$ cat config.mk
export PLATFORM = sky130hd
export DESIGN_NAME = lru_key_tracker_unit
export DESIGN_NICKNAME = d
export VERILOG_FILES = /design/src/hw/rtl/lkt_pkg.sv /design/src/hw/rtl/lkt_cell.sv /design/src/hw/rtl/lru_key_tracker_unit.sv
export VERILOG_INCLUDE_DIRS = /design/src /design/src/hw/rtl
export SDC_FILE = /design/constraint.sdc
export NUM_CORES = 1
export LEC_CHECK = 0
export ABC_AREA = 1
export BUFFER_PORTS_ARGS = -buffer_cell sky130_fd_sc_hd__buf_2
export CAP_MARGIN = 20
export CELL_PAD_IN_SITES_DETAIL_PLACEMENT = 0
export CELL_PAD_IN_SITES_GLOBAL_PLACEMENT = 1
export CORE_AREA = 2 2 274 276
export DETAILED_ROUTE_END_ITERATION = 8
export DIE_AREA = 0 0 276 278
export MAX_ROUTING_LAYER = met4
export PLACE_DENSITY_LB_ADDON = 0.25
export SLEW_MARGIN = 5
export SYNTH_ARGS = -nofsm -noshare
export SYNTH_HDL_FRONTEND = slang
export SYNTH_SLANG_ARGS = --single-unit
$ cat constraint.sdc
create_clock -name aclk -period 3.2 [get_ports aclk]
set_input_delay 0.48 -clock aclk [delete_from_list [all_inputs] [get_ports aclk]]
set_output_delay 0.48 -clock aclk [all_outputs]
set_load 0.1 [all_outputs]
$ cat src/hw/rtl/lru_key_tracker_unit_assert.svh
// ----------------------------------------------------------------------------
// LRU key tracker assertion macros
// Concurrent assertion wrappers, empty when SYNTHESIS is defined.
// ----------------------------------------------------------------------------
`ifndef LRU_KEY_TRACKER_UNIT_ASSERT_SVH
`define LRU_KEY_TRACKER_UNIT_ASSERT_SVH

`ifndef SYNTHESIS
// check on every clock edge outside reset
`define LKT_ASSERT(name, prop, msg) \
    name: assert property (@(posedge aclk) disable iff (!aresetn) prop) else $error(msg);
// check on every clock edge, reset included
`define LKT_ASSERT_ALWAYS(name, prop, msg) \
    name: assert property (@(posedge aclk) prop) else $error(msg);
`else
`define LKT_ASSERT(name, prop, msg)
`define LKT_ASSERT_ALWAYS(name, prop, msg)
`endif

`endif

$ cat src/hw/rtl/lkt_pkg.sv
// ----------------------------------------------------------------------------
// LRU key tracker package
// Request opcodes, default sizes and the per-cell control bundle.
// ----------------------------------------------------------------------------
package lkt_pkg;

    // default sizes
    localparam int CAPACITY_DEF = 16;
    localparam int KEY_BITS_DEF = 32;

    // request opcodes
    typedef logic [2:0] req_op_t;
    localparam req_op_t OP_INSERT = 3'd0;
    localparam req_op_t OP_TOUCH  = 3'd1;
    localparam req_op_t OP_ERASE  = 3'd2;
    localparam req_op_t OP_CLEAR  = 3'd3;
    localparam req_op_t OP_LOOKUP = 3'd4;

    // update control for one cell of the recency chain
    typedef struct packed {
        logic upd;        // apply this cycle
        logic take_left;  // load key from the more recent neighbor
        logic take_right; // load key from the less recent neighbor
        logic valid_next; // slot holds a key after the update
    } cell_ctl_t;

endpackage

$ cat src/hw/rtl/lkt_cell.sv
// ----------------------------------------------------------------------------
// LRU key tracker cell
// One recency slot: holds a key and its valid bit, compares against the
// request key, and shifts toward either neighbor on update.
// ----------------------------------------------------------------------------
module lkt_cell #(
    parameter int KEY_BITS = lkt_pkg::KEY_BITS_DEF
) (
    input  logic                aclk,
    input  logic                aresetn,
    input  logic                cmp_en,
    input  logic [KEY_BITS-1:0] cmp_key,
    input  logic [KEY_BITS-1:0] left_key,
    input  logic [KEY_BITS-1:0] right_key,
    input  lkt_pkg::cell_ctl_t  ctl,
    output logic [KEY_BITS-1:0] key_out,
    output logic                valid_out,
    output logic                match_out
);

    logic [KEY_BITS-1:0] key_reg;
    logic [KEY_BITS-1:0] key_next;
    logic                valid_reg;
    logic                match_reg;

    // key shift select
    always_comb begin
        key_next = key_reg;
        if (ctl.take_left) begin
            key_next = left_key;
        end else if (ctl.take_right) begin
            key_next = right_key;
        end
    end

    // key storage, no reset: only valid slots are ever read
    always_ff @(posedge aclk) begin
        if (ctl.upd) begin
            key_reg <= key_next;
        end
    end

    // valid bit and registered compare
    always_ff @(posedge aclk) begin
        if (!aresetn) begin
            valid_reg <= 1'b0;
            match_reg <= 1'b0;
        end else begin
            if (ctl.upd) begin
                valid_reg <= ctl.valid_next;
            end
            if (cmp_en) begin
                match_reg <= valid_reg && (key_reg == cmp_key);
            end
        end
    end

    assign key_out   = key_reg;
    assign valid_out = valid_reg;
    assign match_out = match_reg;

endmodule

$ cat src/hw/rtl/lru_key_tracker_unit.sv
// ----------------------------------------------------------------------------
// LRU key tracker
// Fully associative recency tracker built as a chain of slot cells.
// ----------------------------------------------------------------------------
// Timing: the result is registered in the update state that follows an accepted
//   request, later while the previous result still waits on m_ready.
// Requests: each one runs a compare in all cells, then a shift along the cell
//   chain; a new request is taken only once that shift is applied.
// Reset: synchronous; clears slot valid bits, occupancy and output valid.
//   Slot keys are not cleared and no clearing pass is needed.
`include "lru_key_tracker_unit_assert.svh"

module lru_key_tracker_unit #(
    parameter int CAPACITY = lkt_pkg::CAPACITY_DEF,
    parameter int KEY_BITS = lkt_pkg::KEY_BITS_DEF,
    localparam int CNT_W   = $clog2(CAPACITY + 1)
) (
    input  logic                aclk,
    input  logic                aresetn,
    input  logic                s_valid,
    output logic                s_ready,
    input  logic [2:0]          s_req_type,
    input  logic [31:0]         s_req_key,
    output logic                m_valid,
    input  logic                m_ready,
    output logic                m_key_hit,
    output logic                m_evict_valid,
    output logic [31:0]         m_evict_key,
    output logic [CNT_W-1:0]    m_occupancy
);

    localparam logic ST_IDLE = 1'b0;
    localparam logic ST_UPD  = 1'b1;

    logic                state_reg;
    logic                state_next;
    lkt_pkg::req_op_t    op_reg;
    logic [KEY_BITS-1:0] key_reg;
    logic [KEY_BITS-1:0] in_key;
    logic [CNT_W-1:0]    count_reg;
    logic [CNT_W-1:0]    count_next;

    logic                m_valid_reg;
    logic                m_key_hit_reg;
    logic                m_evict_valid_reg;
    logic [31:0]         m_evict_key_reg;
    logic [CNT_W-1:0]    m_occupancy_reg;

    logic                accept;
    logic                out_free;
    logic                apply;

    logic [KEY_BITS-1:0] cell_key  [CAPACITY];
    logic [KEY_BITS-1:0] cell_left [CAPACITY];
    logic [KEY_BITS-1:0] cell_right[CAPACITY];
    lkt_pkg::cell_ctl_t  cell_ctl  [CAPACITY];
    logic [CAPACITY-1:0] valid_vec;
    logic [CAPACITY-1:0] match_vec;
    logic [CAPACITY:0]   ext_valid;

    logic [CAPACITY-1:0] at_or_after;
    logic [CAPACITY-1:0] at_or_before;
    logic [CAPACITY-1:0] take_left;
    logic [CAPACITY-1:0] take_right;
    logic                hit;
    logic                hit_rep;
    logic                full;
    logic                evict_v;

    // handshake
    assign s_ready  = (state_reg == ST_IDLE);
    assign accept   = s_valid && s_ready;
    assign out_free = !m_valid_reg || m_ready;
    assign apply    = (state_reg == ST_UPD) && out_free;
    assign in_key   = KEY_BITS'(s_req_key);

    // cell chain
    for (genvar g = 0; g < CAPACITY; g++) begin : g_cell
        if (g == 0) begin : g_head
            assign cell_left[g] = key_reg;
        end else begin : g_body
            assign cell_left[g] = cell_key[g-1];
        end
        if (g == CAPACITY - 1) begin : g_tail
            assign cell_right[g] = cell_key[g];
        end else begin : g_inner
            assign cell_right[g] = cell_key[g+1];
        end

        lkt_cell #(
            .KEY_BITS (KEY_BITS)
        ) u_cell (
            .aclk      (aclk),
            .aresetn   (aresetn),
            .cmp_en    (accept),
            .cmp_key   (in_key),
            .left_key  (cell_left[g]),
            .right_key (cell_right[g]),
            .ctl       (cell_ctl[g]),
            .key_out   (cell_key[g]),
            .valid_out (valid_vec[g]),
            .match_out (match_vec[g])
        );
    end

    // match position masks over the registered compare results
    always_comb begin
        for (int i = 0; i < CAPACITY; i++) begin
            at_or_after[i]  = |(match_vec >> i);
            at_or_before[i] = |(match_vec << (CAPACITY - 1 - i));
        end
    end

    assign hit       = |match_vec;
    assign full      = (count_reg == CNT_W'(CAPACITY));
    assign ext_valid = {valid_vec, 1'b1};

    // per-opcode shift pattern and occupancy
    always_comb begin
        take_left  = '0;
        take_right = '0;
        count_next = count_reg;
        evict_v    = 1'b0;
        hit_rep    = 1'b0;
        unique case (op_reg)
            lkt_pkg::OP_INSERT: begin
                hit_rep = hit;
                if (hit) begin
                    take_left = at_or_after;
                end else if (full) begin
                    take_left = '1;
                    evict_v   = 1'b1;
                end else begin
                    take_left  = ext_valid[CAPACITY-1:0];
                    count_next = count_reg + CNT_W'(1);
                end
            end
            lkt_pkg::OP_TOUCH: begin
                hit_rep = hit;
                if (hit) begin
                    take_left = at_or_after;
                end
            end
            lkt_pkg::OP_ERASE: begin
                hit_rep = hit;
                if (hit) begin
                    take_right = at_or_before;
                    count_next = count_reg - CNT_W'(1);
                end
            end
            lkt_pkg::OP_CLEAR: begin
                count_next = '0;
            end
            lkt_pkg::OP_LOOKUP: begin
                hit_rep = hit;
            end
            default: begin
            end
        endcase
    end

    // control bundle for each cell
    always_comb begin
        for (int i = 0; i < CAPACITY; i++) begin
            cell_ctl[i].upd        = apply;
            cell_ctl[i].take_left  = take_left[i];
            cell_ctl[i].take_right = take_right[i];
            cell_ctl[i].valid_next = (CNT_W'(i) < count_next);
        end
    end

    // sequencer
    always_comb begin
        state_next = state_reg;
        unique case (state_reg)
            ST_IDLE: if (accept) state_next = ST_UPD;
            ST_UPD:  if (out_free) state_next = ST_IDLE;
            default: state_next = ST_IDLE;
        endcase
    end

    always_ff @(posedge aclk) begin
        if (!aresetn) begin
            state_reg   <= ST_IDLE;
            count_reg   <= '0;
            m_valid_reg <= 1'b0;
        end else begin
            state_reg <= state_next;
            if (apply) begin
                count_reg   <= count_next;
                m_valid_reg <= 1'b1;
            end else if (m_ready) begin
                m_valid_reg <= 1'b0;
            end
        end
    end

    // request and result payload
    always_ff @(posedge aclk) begin
        if (accept) begin
            op_reg  <= s_req_type;
            key_reg <= in_key;
        end
        if (apply) begin
            m_key_hit_reg     <= hit_rep;
            m_evict_valid_reg <= evict_v;
            m_evict_key_reg   <= evict_v ? 32'(cell_key[CAPACITY-1]) : '0;
            m_occupancy_reg   <= count_next;
        end
    end

    assign m_valid       = m_valid_reg;
    assign m_key_hit     = m_key_hit_reg;
    assign m_evict_valid = m_evict_valid_reg;
    assign m_evict_key   = m_evict_key_reg;
    assign m_occupancy   = m_occupancy_reg;

    // checks
    `LKT_ASSERT(a_count_bound, count_reg <= CNT_W'(CAPACITY), "occupancy above capacity")
    `LKT_ASSERT(a_single_match, state_reg == ST_UPD |-> $onehot0(match_vec), "duplicate key held")
    `LKT_ASSERT(a_valid_count, $countones(valid_vec) == 32'(count_reg), "valid bits disagree with count")
    `LKT_ASSERT_ALWAYS(a_idle_after_reset, !aresetn |=> s_ready && !m_valid, "not idle after reset")

endmodule
==> results.py <==
metrics = {
    "min_path": {
        "worstHoldStart": "s_req_type[1]",
        "min_path_type": "input pin to flip-flop",
    },
    "floorplan": {
        "coreArea_mm2": 0.0738,
        "pin_count": 80,
        "fp.dieW_um": 276,
        "initial_core_util_pct": 44.6,
        "die_y_um": 278,
        "die-area_mm2": 0.0767,
        "rows": 100,
    },
    "worst_setup_path": {
        "cp-start-kind": "flip-flop",
        "r2r-start": "count_reg[1]",
        "cp.arrival_ns": 3.16,
        "r2r_setup_slack_ns": 0.40,
        "cp.required_ns": 3.56,
        "path_max_fanout": 62,
        "worstSetupPathType": "flip-flop to flip-flop",
        "worstSetupStartpoint": "count_reg[1]",
        "end_kind": "flip-flop",
    },
    "routing": {
        "dr_wl_met3_um": 5840,
        "route.detailed.wl_per_inst_um": 19.0,
        "firstDrtPassIters": 8,
        "met2WireLength_um": 36900,
        "drc": 7,
        "dr_total_vias": 24000,
        "ant_nets": 0,
        "routed_via_density": 5.13,
        "highest_layer": "met4",
        "drt_iter0_markers": 2318,
        "drt_wl_total_um": 88900,
        "m1WireLength_um": 44400,
    },
    "final_layout": {
        "largest_reg_flops": 512,
        "syn_to_final_growth_pct": 11.1,
        "nets": 3692,
        "post-route-util_pct": 49.6,
        "stdcell_count": 4674,
        "insertedDiodeCount": 0,
        "layout-drive-gt1-share_pct": 9.47,
        "final_area_mm2": 0.0366,
    },
    "yosys": {
        "syn_nets": 3636,
        "synth-seq-cells": 624,
        "synth.avg_cell_area_um2": 9.16,
        "yosysSeqAreaShare_pct": 55.8,
        "netlist-cell-type-count": 44,
        "synth-edff-count": 586,
        "syn_area_mm2": 0.0329,
        "synth_top_area_share_pct": 53.5,
        "synth_top_area_cell": "edfxtp_1",
        "async_flop_share_pct": 0,
        "synthTopCellsByArea": "edfxtp_1 53%, nand2_1 11%, xor2_1 6.1%",
        "yosys_warnings": 0,
        "syn_inst": 3595,
        "synthFlopType": "edfxtp_1",
    },
    "placed_design": {
        "dpl.cell_count": 4546,
        "port_buffers": 79,
        "detailed_place_hpwl_um": 68900,
        "placed_cell_area_mm2": 0.0344,
        "place_congestion": 0.934,
    },
    "status": {
        "failed_checks": "design-rule violations",
        "status": "finished, violations left",
    },
    "global_routing": {
        "grt_pass1_vias": 21400,
        "grt_max_degree": 65,
        "antenna_found_initial": 2,
        "gr-usage-all-layers_pct": 23.3,
        "grt_first_pass_wirelength_um": 132000,
        "grt_overflow": 0,
    },
    "clock_tree": {
        "htree_levels": 3,
        "post_cts.repair.setup_buffers": 0,
        "cts_hold_buf": 0,
        "cts_buffers": 72,
        "post_cts_resize_count": 0,
        "cts_tree": "done",
        "cts.sink_count": 624,
        "clk_pin_slew_worst_paths_ns": 0.05,
        "clock_path_buffers": 3,
        "root_buffer": "clkbuf_16",
        "clock_latency_ns": 0.61,
    },
    "pwr": {
        "leakage_nw": 14.4,
        "peakVddDrop_uv": 350,
        "p_per_area_mw_per_mm2": 495,
    },
    "sta": {
        "min_period_over_period_pct": 87.5,
        "slew_viol_final": 0,
        "hold_viol": 0,
        "rsz0062_at_grt": "no",
        "tightestPinTransition_ns": 0.887,
        "fin_skew_ns": 0.0288,
        "holdWs_ns": 0.0537,
        "finalCriticalPeriod_ns": 2.80,
        "setup_viol": 0,
        "fmax_ghz": 0.357,
        "tns_ns": 0,
        "maxSlewHeadroom_pct": 40.3,
    },
    "run": {
        "maxCapViolations": 0,
    },
}
==> synth_stat cells (10+ instances only) <==
library cell	instances
a21oi_1	76
inv_2	13
buf_6	19
inv_1	373
nand2_1	953
nor2_1	274
nor4_1	64
dfxtp_1	38
buf_4	18
o22ai_1	17
xor2_1	228
or2_2	19
nor3_1	60
edfxtp_1	586
clkbuf_1	59
buf_2	71
o21ai_0	167
nand4_1	72
buf_1	17
xnor2_1	79
nand2_2	10
nand3_1	78
o21ai_1	242
==> power breakdown <==
part	internal, mW	switching (mW)
combinational	0.334	0.926
sequential	8.95	0.0493
clock	4.49	3.34
==> worst paths after layout <==
path,endpoint,cells after the start
setup / recovery,g_cell[10].u_cell.key_out[3],12
hold / removal,op_reg[1],1
setup reg to reg,g_cell[10].u_cell.key_out[3],12
hold reg to reg,g_cell[14].u_cell.valid_out,2
==> through the flow <==
stage               worst slack [ns]  power (mW)
floorplan                      0.213        10.0
global placement               0.509        10.4
detailed placement             0.489        10.4
CTS                            0.478        18.3
global route                   0.143        18.7
finish                         0.400        18.1
==> placed cells by master (no fill, tap or decap), types with 14 or more instances in the layout <==
| cell type | n |
|---|---|
| xor2_1 | 228 |
| edfxtp_1 | 586 |
| o22ai_1 | 15 |
| nor3_1 | 59 |
| buf_2 | 80 |
| xnor2_1 | 79 |
| inv_1 | 373 |
| dfxtp_1 | 38 |
| buf_4 | 79 |
| nand4_1 | 72 |
| nor2_1 | 274 |
| a21oi_1 | 73 |
| nand3_1 | 78 |
| inv_2 | 15 |
| clkinv_1 | 22 |
| clkbuf_1 | 14 |
| nor4_1 | 63 |
| clkbuf_16 | 76 |
| clkinv_2 | 14 |
| o21ai_1 | 242 |
| nand2_1 | 951 |
| or2_2 | 19 |
| o21ai_0 | 167 |
==> worst max-delay path, stage by stage, from the launching register on <==
cell	delay, ns
dfxtp_1	0.36
inv_1	0.15
ha_1	0.24
nand3_2	0.13
nand3_2	0.30
inv_1	0.25
a21oi_1	0.17
nand2_1	0.07
nand2_2	0.07
buf_4	0.44
inv_1	0.19
nand2_1	0.10
nand2_1	0.05
==> cells by family after synthesis <==
group                    count (synthesis)  synth area share [%]
AND/OR/NAND/NOR                       1562                  20.2
flip-flops                             624                  55.8
buffers and inverters                  580                  7.53
AO/OA/AOI/OAI                          520                  8.30
XOR/XNOR                               307                  8.17
adder cells (fa/ha/maj)                  2                0.0760
==> metal layers <==
layer  GRT usage, %  vias up
li1               -    12000
met4           5.23        0
met5              -        -
met2           32.8      746
met3           3.42      119
met1           35.5    11100
==> layout make-up <==
| class | instances | area [um2] |
|---|---|---|
| clock buffers | 90 | 1950 |
| flip-flops and latches | 624 | 18400 |
| repair buffers | 167 | 1150 |
| multi-input cells | 2391 | 12200 |
| fillers | 7156 | 37200 |
| inverters | 395 | 1490 |
| clock inverters | 38 | 248 |
| well taps | 969 | 1210 |
No activity file was read; power rests on OpenSTA's default activity.
